## config.mk

```make
export PLATFORM = sky130hd
export DESIGN_NAME = countdown_relay_timer_top
export DESIGN_NICKNAME = d
export VERILOG_FILES = /design/src/sv/crt_pkg.sv /design/src/sv/countdown_relay_timer_top.sv /design/src/sv/crt_front.sv /design/src/sv/crt_queue.sv /design/src/sv/crt_back.sv
export SDC_FILE = /design/constraint.sdc
export NUM_CORES = 1
export LEC_CHECK = 0
export BUFFER_PORTS_ARGS = -buffer_cell sky130_fd_sc_hd__buf_2
export CORE_MARGIN = 3
export CORE_UTILIZATION = 65
export DETAILED_ROUTE_END_ITERATION = 12
export GPL_ROUTABILITY_DRIVEN = 1
export GPL_TIMING_DRIVEN = 0
export HOLD_SLACK_MARGIN = 0.15
export PLACE_DENSITY = 0.84
export SLEW_MARGIN = 20
export SYNTH_ARGS = -nofsm -noshare
export SYNTH_HDL_FRONTEND = slang
export SYNTH_SLANG_ARGS = --single-unit
```

## constraint.sdc

```tcl
create_clock -name clk -period 8.5 [get_ports clk]
set_clock_uncertainty 0.05 [all_clocks]
set_input_delay 0 -clock clk [delete_from_list [all_inputs] [get_ports clk]]
set_output_delay 0 -clock clk [all_outputs]
set_load 0.005 [all_outputs]
```

## src/sv/crt_pkg.sv

```systemverilog
package crt_pkg;

    // Button codes as reported in the result
    localparam logic [2:0] BTN_RIGHT  = 3'd0;
    localparam logic [2:0] BTN_UP     = 3'd1;
    localparam logic [2:0] BTN_DOWN   = 3'd2;
    localparam logic [2:0] BTN_LEFT   = 3'd3;
    localparam logic [2:0] BTN_SELECT = 3'd4;
    localparam logic [2:0] BTN_NONE   = 3'd5;

    // Configuration register indexes
    localparam logic [2:0] CFG_INITIAL_START = 3'd0;
    localparam logic [2:0] CFG_THRESH_RIGHT  = 3'd1;
    localparam logic [2:0] CFG_THRESH_UP     = 3'd2;
    localparam logic [2:0] CFG_THRESH_DOWN   = 3'd3;
    localparam logic [2:0] CFG_THRESH_LEFT   = 3'd4;
    localparam logic [2:0] CFG_THRESH_SELECT = 3'd5;

    // Threshold reset values
    localparam logic [9:0] THRESH_RIGHT_RST  = 10'd60;
    localparam logic [9:0] THRESH_UP_RST     = 10'd200;
    localparam logic [9:0] THRESH_DOWN_RST   = 10'd400;
    localparam logic [9:0] THRESH_LEFT_RST   = 10'd600;
    localparam logic [9:0] THRESH_SELECT_RST = 10'd800;

    localparam logic [1:0] CURSOR_MAX = 2'd3;

    // Depth of the queue between decoder and state update
    localparam int QUEUE_DEPTH = 2;

    typedef struct packed {
        logic       req_type;
        logic [9:0] ladder_sample;
    } in_item_t;

    typedef struct packed {
        logic        counting;
        logic        relay_on;
        logic [15:0] start_value;
        logic [15:0] remaining;
        logic [1:0]  cursor;
        logic [2:0]  button;
    } out_item_t;

    // Decoded request as held in the queue
    typedef struct packed {
        logic       req_type;
        logic [2:0] button;
    } q_entry_t;

    // Configuration write as seen by the front and back parts
    typedef struct packed {
        logic       wr;
        logic [2:0] index;
        logic [9:0] data;
    } cfg_wr_t;

    // Weight of the digit under the cursor
    function automatic logic [15:0] digit_weight(input logic [1:0] cur);
        logic [15:0] w;
        case (cur)
            2'd0:    w = 16'd1000;
            2'd1:    w = 16'd100;
            2'd2:    w = 16'd10;
            default: w = 16'd1;
        endcase
        return w;
    endfunction

endpackage

```

## src/sv/countdown_relay_timer_top.sv

```systemverilog
// Countdown relay timer. Each request is a keypad ladder sample or a one-second
// tick, and each yields exactly one result with the timer state after it. The
// block takes one request per cycle while in_stall is low. The combinational
// threshold decoder writes each taken request into a two-entry queue, and the
// state update applies it and loads the result register. A stall on the result
// side fills the queue, after which in_stall rises. Write the
// thresholds and the start byte only while no request is in flight; writing
// initial_start also loads the edited start value.
module countdown_relay_timer_top #(
    parameter int QUEUE_DEPTH = crt_pkg::QUEUE_DEPTH
) (
    input  logic               clk,
    input  logic               rst_n,
    input  logic               in_valid,
    output logic               in_stall,
    input  crt_pkg::in_item_t  in_data,
    output logic               out_valid,
    input  logic               out_stall,
    output crt_pkg::out_item_t out_data,
    input  logic               cfg_valid,
    output logic               cfg_ready,
    input  logic [2:0]         cfg_index,
    input  logic [9:0]         cfg_data
);

    crt_pkg::cfg_wr_t  cfg_wr;
    crt_pkg::q_entry_t push_entry;
    crt_pkg::q_entry_t q_head;
    logic              push;
    logic              pop;
    logic              q_full;
    logic              q_not_empty;

    // Accept configuration writes at any time
    assign cfg_ready    = 1'b1;
    assign cfg_wr.wr    = cfg_valid;
    assign cfg_wr.index = cfg_index;
    assign cfg_wr.data  = cfg_data;

    crt_front u_front (
        .clk        (clk),
        .rst_n      (rst_n),
        .cfg_wr     (cfg_wr),
        .in_valid   (in_valid),
        .in_data    (in_data),
        .q_full     (q_full),
        .in_stall   (in_stall),
        .push       (push),
        .push_entry (push_entry)
    );

    crt_queue #(
        .DEPTH (QUEUE_DEPTH)
    ) u_queue (
        .clk        (clk),
        .rst_n      (rst_n),
        .push       (push),
        .push_entry (push_entry),
        .pop        (pop),
        .full       (q_full),
        .not_empty  (q_not_empty),
        .head       (q_head)
    );

    crt_back u_back (
        .clk         (clk),
        .rst_n       (rst_n),
        .cfg_wr      (cfg_wr),
        .q_not_empty (q_not_empty),
        .q_head      (q_head),
        .pop         (pop),
        .out_valid   (out_valid),
        .out_stall   (out_stall),
        .out_data    (out_data)
    );

endmodule

```

## src/sv/crt_front.sv

```systemverilog
module crt_front (
    input  logic               clk,
    input  logic               rst_n,
    input  crt_pkg::cfg_wr_t   cfg_wr,
    input  logic               in_valid,
    input  crt_pkg::in_item_t  in_data,
    input  logic               q_full,
    output logic               in_stall,
    output logic               push,
    output crt_pkg::q_entry_t  push_entry
);

    logic [9:0] th_right_reg;
    logic [9:0] th_up_reg;
    logic [9:0] th_down_reg;
    logic [9:0] th_left_reg;
    logic [9:0] th_select_reg;
    logic [2:0] button;

    // Hold the decode thresholds
    always_ff @(posedge clk or negedge rst_n)
    begin
        if (!rst_n)
        begin
            th_right_reg  <= crt_pkg::THRESH_RIGHT_RST;
            th_up_reg     <= crt_pkg::THRESH_UP_RST;
            th_down_reg   <= crt_pkg::THRESH_DOWN_RST;
            th_left_reg   <= crt_pkg::THRESH_LEFT_RST;
            th_select_reg <= crt_pkg::THRESH_SELECT_RST;
        end
        else if (cfg_wr.wr)
        begin
            case (cfg_wr.index)
                crt_pkg::CFG_THRESH_RIGHT:  th_right_reg  <= cfg_wr.data;
                crt_pkg::CFG_THRESH_UP:     th_up_reg     <= cfg_wr.data;
                crt_pkg::CFG_THRESH_DOWN:   th_down_reg   <= cfg_wr.data;
                crt_pkg::CFG_THRESH_LEFT:   th_left_reg   <= cfg_wr.data;
                crt_pkg::CFG_THRESH_SELECT: th_select_reg <= cfg_wr.data;
                default: ;
            endcase
        end
    end

    // Decode the ladder sample, first threshold below wins
    always_comb
    begin
        if (in_data.ladder_sample < th_right_reg)
            button = crt_pkg::BTN_RIGHT;
        else if (in_data.ladder_sample < th_up_reg)
            button = crt_pkg::BTN_UP;
        else if (in_data.ladder_sample < th_down_reg)
            button = crt_pkg::BTN_DOWN;
        else if (in_data.ladder_sample < th_left_reg)
            button = crt_pkg::BTN_LEFT;
        else if (in_data.ladder_sample < th_select_reg)
            button = crt_pkg::BTN_SELECT;
        else
            button = crt_pkg::BTN_NONE;
    end

    // Ticks carry no button
    assign in_stall            = q_full;
    assign push                = in_valid && !q_full;
    assign push_entry.req_type = in_data.req_type;
    assign push_entry.button   = in_data.req_type ? crt_pkg::BTN_NONE : button;

endmodule

```

## src/sv/crt_queue.sv

```systemverilog
module crt_queue #(
    parameter int DEPTH = crt_pkg::QUEUE_DEPTH
) (
    input  logic               clk,
    input  logic               rst_n,
    input  logic               push,
    input  crt_pkg::q_entry_t  push_entry,
    input  logic               pop,
    output logic               full,
    output logic               not_empty,
    output crt_pkg::q_entry_t  head
);

    localparam int PW = (DEPTH > 1) ? $clog2(DEPTH) : 1;
    localparam int CW = $clog2(DEPTH + 1);
    localparam logic [PW-1:0] LAST = PW'(DEPTH - 1);
    localparam logic [CW-1:0] FULL_COUNT = CW'(DEPTH);

    crt_pkg::q_entry_t slot_reg [DEPTH];
    logic [PW-1:0] wr_ptr_reg, wr_ptr_next;
    logic [PW-1:0] rd_ptr_reg, rd_ptr_next;
    logic [CW-1:0] count_reg, count_next;

    // Advance pointers and the fill count
    always_comb
    begin
        wr_ptr_next = wr_ptr_reg;
        rd_ptr_next = rd_ptr_reg;
        count_next  = count_reg;
        if (push)
            wr_ptr_next = (wr_ptr_reg == LAST) ? '0 : wr_ptr_reg + 1'b1;
        if (pop)
            rd_ptr_next = (rd_ptr_reg == LAST) ? '0 : rd_ptr_reg + 1'b1;
        if (push && !pop)
            count_next = count_reg + 1'b1;
        else if (pop && !push)
            count_next = count_reg - 1'b1;
    end

    always_ff @(posedge clk or negedge rst_n)
    begin
        if (!rst_n)
        begin
            wr_ptr_reg <= '0;
            rd_ptr_reg <= '0;
            count_reg  <= '0;
        end
        else
        begin
            wr_ptr_reg <= wr_ptr_next;
            rd_ptr_reg <= rd_ptr_next;
            count_reg  <= count_next;
        end
    end

    // Store the incoming request
    always_ff @(posedge clk)
    begin
        if (push)
            slot_reg[wr_ptr_reg] <= push_entry;
    end

    assign full      = (count_reg == FULL_COUNT);
    assign not_empty = (count_reg != '0);
    assign head      = slot_reg[rd_ptr_reg];

    property p_no_overflow;
        @(posedge clk) disable iff (!rst_n) full |-> !push;
    endproperty
    a_no_overflow: assert property (p_no_overflow)
        else $error("queue written while full");

    property p_no_underflow;
        @(posedge clk) disable iff (!rst_n) !not_empty |-> !pop;
    endproperty
    a_no_underflow: assert property (p_no_underflow)
        else $error("queue read while empty");

    property p_count_bound;
        @(posedge clk) disable iff (!rst_n) count_reg <= FULL_COUNT;
    endproperty
    a_count_bound: assert property (p_count_bound)
        else $error("queue fill count beyond depth");

endmodule

```

## src/sv/crt_back.sv

```systemverilog
module crt_back (
    input  logic               clk,
    input  logic               rst_n,
    input  crt_pkg::cfg_wr_t   cfg_wr,
    input  logic               q_not_empty,
    input  crt_pkg::q_entry_t  q_head,
    output logic               pop,
    output logic               out_valid,
    input  logic               out_stall,
    output crt_pkg::out_item_t out_data
);

    logic        mode_reg, mode_next;
    logic        relay_reg, relay_next;
    logic [2:0]  prev_reg, prev_next;
    logic [15:0] start_reg, start_next;
    logic [15:0] secs_reg, secs_next;
    logic [1:0]  cursor_reg, cursor_next;
    logic        valid_reg;
    crt_pkg::out_item_t data_reg, data_next;
    logic        is_new;
    logic [15:0] secs_dec;

    // Take the next request when the result register is free or being taken
    assign pop      = q_not_empty && (!valid_reg || !out_stall);
    assign is_new   = (prev_reg == crt_pkg::BTN_NONE);
    assign secs_dec = secs_reg - 16'd1;

    // Apply one request to the timer state
    always_comb
    begin
        mode_next   = mode_reg;
        relay_next  = relay_reg;
        prev_next   = prev_reg;
        start_next  = start_reg;
        secs_next   = secs_reg;
        cursor_next = cursor_reg;
        if (q_head.req_type)
        begin
            if (mode_reg)
            begin
                secs_next = secs_dec;
                if (secs_dec == 16'd0)
                begin
                    mode_next  = 1'b0;
                    relay_next = 1'b0;
                end
            end
        end
        else
        begin
            prev_next = q_head.button;
            if (is_new)
            begin
                case (q_head.button)
                    crt_pkg::BTN_RIGHT:
                        if (!mode_reg && cursor_reg != crt_pkg::CURSOR_MAX)
                            cursor_next = cursor_reg + 2'd1;
                    crt_pkg::BTN_LEFT:
                        if (!mode_reg && cursor_reg != 2'd0)
                            cursor_next = cursor_reg - 2'd1;
                    crt_pkg::BTN_UP:
                        if (!mode_reg)
                            start_next = start_reg + crt_pkg::digit_weight(cursor_reg);
                    crt_pkg::BTN_DOWN:
                        if (!mode_reg)
                            start_next = start_reg - crt_pkg::digit_weight(cursor_reg);
                    crt_pkg::BTN_SELECT:
                        if (!mode_reg)
                        begin
                            mode_next  = 1'b1;
                            relay_next = 1'b1;
                            secs_next  = start_reg;
                        end
                        else
                        begin
                            mode_next  = 1'b0;
                            relay_next = 1'b0;
                        end
                    default: ;
                endcase
            end
        end
        data_next.counting    = mode_next;
        data_next.relay_on    = relay_next;
        data_next.start_value = start_next;
        data_next.remaining   = mode_next ? secs_next : 16'd0;
        data_next.cursor      = cursor_next;
        data_next.button      = q_head.button;
    end

    // Hold the timer state; a start value write loads the written byte when no request is taken
    always_ff @(posedge clk or negedge rst_n)
    begin
        if (!rst_n)
        begin
            mode_reg   <= 1'b0;
            relay_reg  <= 1'b0;
            prev_reg   <= crt_pkg::BTN_NONE;
            start_reg  <= '0;
            secs_reg   <= '0;
            cursor_reg <= '0;
        end
        else if (pop)
        begin
            mode_reg   <= mode_next;
            relay_reg  <= relay_next;
            prev_reg   <= prev_next;
            start_reg  <= start_next;
            secs_reg   <= secs_next;
            cursor_reg <= cursor_next;
        end
        else if (cfg_wr.wr && cfg_wr.index == crt_pkg::CFG_INITIAL_START)
        begin
            start_reg <= {8'd0, cfg_wr.data[7:0]};
        end
    end

    // Result register valid
    always_ff @(posedge clk or negedge rst_n)
    begin
        if (!rst_n)
            valid_reg <= 1'b0;
        else if (pop)
            valid_reg <= 1'b1;
        else if (!out_stall)
            valid_reg <= 1'b0;
    end

    // Result register payload
    always_ff @(posedge clk)
    begin
        if (pop)
            data_reg <= data_next;
    end

    assign out_valid = valid_reg;
    assign out_data  = data_reg;

    property p_relay_follows_mode;
        @(posedge clk) disable iff (!rst_n) relay_reg == mode_reg;
    endproperty
    a_relay_follows_mode: assert property (p_relay_follows_mode)
        else $error("relay out of step with counting mode");

    property p_remaining_editing;
        @(posedge clk) disable iff (!rst_n)
            (valid_reg && !data_reg.counting) |-> (data_reg.remaining == 16'd0);
    endproperty
    a_remaining_editing: assert property (p_remaining_editing)
        else $error("remaining non-zero while editing");

    property p_tick_keeps_prev;
        @(posedge clk) disable iff (!rst_n)
            (pop && q_head.req_type) |=> $stable(prev_reg);
    endproperty
    a_tick_keeps_prev: assert property (p_tick_keeps_prev)
        else $error("tick changed the previous button");

    property p_tick_reports_none;
        @(posedge clk) disable iff (!rst_n)
            (pop && q_head.req_type) |=> (data_reg.button == crt_pkg::BTN_NONE);
    endproperty
    a_tick_reports_none: assert property (p_tick_reports_none)
        else $error("tick result carries a button");

endmodule

```

==> impl_metrics.prom <==
# TYPE chip_impl_metric gauge
chip_impl_info{name="yosys-top-cells-area",value="sky130_fd_sc_hd__dfrtp_1 (21%), sky130_fd_sc_hd__edfxtp_1 (15%), sky130_fd_sc_hd__ha_1 (9.7%), sky130_fd_sc_hd__dfstp_2 (5.5%), sky130_fd_sc_hd__o21ai_0 (4.6%)"} 1
chip_impl_metric{name="final.period_utilization",unit=""} 0.451
chip_impl_metric{name="synthCells",unit=""} 976
chip_impl_metric{name="worst-endpoint-required",unit="ps"} 8820
chip_impl_info{name="startpoint_kind_of_the_worst_setup_timing_path",value="register"} 1
chip_impl_info{name="critical_path.endpoint_type",value="register"} 1
chip_impl_metric{name="fmax",unit="MHz"} 261
chip_impl_info{name="dr.max_layer_used",value="met4"} 1
chip_impl_metric{name="grt_first_pass_wirelength",unit="mm"} 41.7
chip_impl_metric{name="peakVddDrop",unit="mV"} 0.269
chip_impl_info{name="cts-root-buf",value="sky130_fd_sc_hd__clkbuf_16"} 1
chip_impl_metric{name="clk-insertion-delay-late",unit="ps"} 440
chip_impl_metric{name="die_width",unit="um"} 125
chip_impl_metric{name="dr.first_iter.drc_count",unit=""} 909
chip_impl_metric{name="cts-buffers-inserted",unit=""} 17
chip_impl_metric{name="ys_ff_latch",unit=""} 141
chip_impl_info{name="worstReg2RegStart",value="u_back.cursor_reg[1]"} 1
chip_impl_metric{name="setup_tns",unit="ps"} 0
chip_impl_metric{name="timing.critical_path.fanout_max",unit=""} 9
chip_impl_info{name="hold_end",value="u_queue.slot_reg[0][0]"} 1
chip_impl_metric{name="start_util",unit=""} 0.676
chip_impl_metric{name="asyncSetResetFlopFracSynth",unit=""} 0.667
chip_impl_metric{name="synth-edff-count",unit=""} 47
chip_impl_metric{name="hpwlAfterDp",unit="mm"} 18.0
chip_impl_metric{name="htree_levels",unit=""} 4
chip_impl_metric{name="ys_seq_area_frac",unit=""} 0.415
chip_impl_info{name="outcome",value="complete, no violations"} 1
chip_impl_metric{name="port-buffer-count",unit=""} 68
chip_impl_info{name="path_class",value="reg2reg"} 1
chip_impl_metric{name="grt_max_degree",unit=""} 75
chip_impl_metric{name="residual_overflow_from_global_routing",unit=""} 0
chip_impl_metric{name="wl_per_cell",unit="um"} 20.0
chip_impl_metric{name="synth.lib_cells_used.distinct",unit=""} 88
chip_impl_metric{name="synth_top_area_share",unit=""} 0.206
chip_impl_metric{name="antenna_violating_nets_post_route",unit=""} 0
chip_impl_metric{name="slew_viol_final",unit=""} 0
chip_impl_metric{name="first_global_vias",unit=""} 8342
chip_impl_metric{name="clkSlewWorstSetupHoldPaths",unit="ps"} 60
chip_impl_metric{name="netlist_area",unit="mm2"} 0.00913
chip_impl_metric{name="layout_min_cycle_time",unit="ps"} 3830
chip_impl_metric{name="cellLeakagePower",unit="nW"} 4.66
chip_impl_info{name="synth_top_cell_by_area",value="sky130_fd_sc_hd__dfrtp_1"} 1
chip_impl_info{name="synthFlopType",value="sky130_fd_sc_hd__dfrtp_1"} 1
chip_impl_metric{name="met3_length",unit="mm"} 1.89
chip_impl_metric{name="r2r_slack",unit="ps"} 4670
chip_impl_metric{name="floorplan.die_area",unit="mm2"} 0.0155
chip_impl_info{name="synth_top_cells_by_count",value="sky130_fd_sc_hd__nand2_1 (106), sky130_fd_sc_hd__o21ai_0 (84), sky130_fd_sc_hd__inv_1 (78), sky130_fd_sc_hd__nor2_1 (78), sky130_fd_sc_hd__dfrtp_1 (75)"} 1
chip_impl_metric{name="cts-root-to-sink-buffers",unit=""} 2
chip_impl_info{name="worst_r2r_endpoint",value="u_back.start_reg[14]"} 1
chip_impl_metric{name="groute.usage.overall",unit=""} 0.334
chip_impl_metric{name="wl_met1",unit="mm"} 9.94
chip_impl_metric{name="worst-slew-pin-transition",unit="ps"} 1070
chip_impl_metric{name="core",unit="mm2"} 0.0135
chip_impl_info{name="synth.most_common_cell",value="sky130_fd_sc_hd__nand2_1"} 1
chip_impl_metric{name="postRouteWirelength",unit="mm"} 25.6
chip_impl_metric{name="drt_pre_antenna_iters",unit=""} 7
chip_impl_metric{name="area.growth.synth_to_final",unit="%"} 16.5
chip_impl_metric{name="num-nets-final",unit=""} 1194
chip_impl_metric{name="power_per_cell_area",unit="mW/mm2"} 333
chip_impl_metric{name="synth_warnings",unit=""} 0
chip_impl_metric{name="dr_total_vias",unit=""} 8297
chip_impl_metric{name="ratio_of_cells_with_drive_above_1_in_the_final_layout",unit=""} 0.171
chip_impl_metric{name="largest_register_ffs",unit=""} 39
chip_impl_metric{name="rows",unit=""} 42
chip_impl_metric{name="met2RoutedLength",unit="mm"} 12.4
chip_impl_metric{name="whs_path_depth",unit=""} 4
chip_impl_metric{name="drcViolationCount",unit=""} 0
chip_impl_info{name="min_path_type",value="in2reg"} 1
chip_impl_metric{name="maxCapViolations",unit=""} 0
chip_impl_metric{name="cts_resized",unit=""} 0
chip_impl_metric{name="globalplace.congestion",unit=""} 1.01
chip_impl_info{name="grt_setup_unrepaired",value="false"} 1
chip_impl_metric{name="synth.net_count",unit=""} 1078
chip_impl_info{name="worst_hold_startpoint",value="in_data[9]"} 1
chip_impl_metric{name="vias_per_cell",unit=""} 6.48
chip_impl_metric{name="report.power.total",unit="W"} 0.00354
chip_impl_metric{name="design.portCount",unit=""} 71
chip_impl_metric{name="final-setup-viol-count",unit=""} 0
chip_impl_metric{name="diodes",unit=""} 0
chip_impl_metric{name="die_height",unit="um"} 125
chip_impl_metric{name="worst-endpoint-arrival",unit="ps"} 4150
chip_impl_info{name="clock_tree_from_tritoncts",value="done"} 1
chip_impl_metric{name="final_hold_viol_count",unit=""} 0
chip_impl_metric{name="slew_headroom",unit=""} 0.282
chip_impl_metric{name="syn-mean-instance-area",unit="um2"} 9.35
chip_impl_metric{name="number_of_antenna_violations_at_the_first_check_in_global_routing",unit=""} 0
chip_impl_metric{name="cts_sinks",unit=""} 141
chip_impl_metric{name="worstRegToRegCells",unit=""} 13
[critical path, cell delays in order, from the launching register on]
cell and delay [ps]:
sky130_fd_sc_hd__dfrtp_1 470, sky130_fd_sc_hd__inv_1 200, sky130_fd_sc_hd__ha_1 320, sky130_fd_sc_hd__o21bai_1 160, sky130_fd_sc_hd__ha_1 290, sky130_fd_sc_hd__clkbuf_1 290, sky130_fd_sc_hd__inv_1 110, sky130_fd_sc_hd__a21oi_1 360
sky130_fd_sc_hd__o221ai_1 160, sky130_fd_sc_hd__a21oi_1 450, sky130_fd_sc_hd__o31ai_1 170, sky130_fd_sc_hd__nor4b_1 350, sky130_fd_sc_hd__o21bai_1 170, sky130_fd_sc_hd__a32o_1 190
[stage by stage]
| stage | std cells | worst slack, ps | util | instance area (um2) | hold slack [ps] |
|---|---|---|---|---|---|
| after floorplan | 976 | 5360 | - | 9130 | -346 |
| after global placement | 1220 | 4620 | 0.717 | 9690 | 172 |
| after detailed placement | 1222 | 4830 | 0.722 | 9760 | -184 |
| after CTS | 1281 | 4810 | 0.788 | 10600 | 194 |
| after global routing | 1281 | 4410 | 0.788 | 10600 | 241 |
| final | 1281 | 4670 | 0.788 | 10600 | 202 |
[metal layers]
layer / GRT usage / vias to the layer above
met5: 0 / -
met4: 0.179 / 0
met3: 0.0652 / 141
met2: 0.557 / 473
met1: 0.411 / 3940
li1: - / 3743
[worst max path at each step]
stage / start / end / slack [ps] / cells after the start
after floorplan: u_back.cursor_reg[1] / u_back.start_reg[14] / 5360 / 12
after global placement: u_queue.count_reg[0] / u_back.cursor_reg[1] / 4620 / 5
after detailed placement: u_back.cursor_reg[1] / u_back.start_reg[11] / 4830 / 12
after CTS: u_back.cursor_reg[1] / u_back.start_reg[11] / 4810 / 12
after global routing: u_back.cursor_reg[1] / u_back.start_reg[11] / 4410 / 12
final: u_back.cursor_reg[1] / u_back.start_reg[14] / 4670 / 13
[cell families after synthesis]
| group | Yosys count | share of synthesized area |
|---|---|---|
| muxes | 44 | 0.0522 |
| buffers and inverters | 127 | 0.0607 |
| xor gates and xnor gates | 22 | 0.0211 |
| and+or+nand+nor | 296 | 0.158 |
| AOI/OAI and AO/OA | 272 | 0.191 |
| DFF | 141 | 0.415 |
| adders and majority gates | 73 | 0.102 |
| other | 1 | 0.000411 |
[power breakdown]
part           internal (W)  switching, W
clock network      0.000468      0.000292
logic              0.000641       0.00102
registers          0.000989      0.000136
total               0.00210       0.00145
[layout by cell type (no fill, tap or decap), types with 18 or more instances in the layout]
cell                            netlist  layout
sky130_fd_sc_hd__ha_1                71      71
sky130_fd_sc_hd__a21o_1              18      18
sky130_fd_sc_hd__o21ai_0             84      84
sky130_fd_sc_hd__buf_2                3      71
sky130_fd_sc_hd__a21oi_1             58      58
sky130_fd_sc_hd__mux2_2              26      26
sky130_fd_sc_hd__nand3_1             19      19
sky130_fd_sc_hd__clkbuf_16            0      18
sky130_fd_sc_hd__edfxtp_1            47      47
sky130_fd_sc_hd__nor2_1              78      78
sky130_fd_sc_hd__inv_1               78      78
sky130_fd_sc_hd__nor3_1              22      21
sky130_fd_sc_hd__dlygate4sd3_1        0      27
sky130_fd_sc_hd__dfrtp_1             75      75
sky130_fd_sc_hd__nand2_1            106     106
sky130_fd_sc_hd__dfstp_2             19      19
sky130_fd_sc_hd__clkbuf_1            29      30
[layout make-up]
type / instances / area, um2
Clock inverter: 7 / 72.6
Inverter: 81 / 304
Multi-Input combinational cell: 708 / 4790
Clock buffer: 25 / 537
Fill cell: 867 / 2870
Sequential cell: 141 / 3790
Tap cell: 176 / 220
Buffer: 46 / 251
Timing Repair Buffer: 97 / 672
[repair_timing]
item	4_1_cts	5_1_grt
endpoints found under the hold margin	172	0
setup buffers	0	0
setup endpoints to repair	0	0
hold buffers	27	0
(Power assumes the default switching activity.)
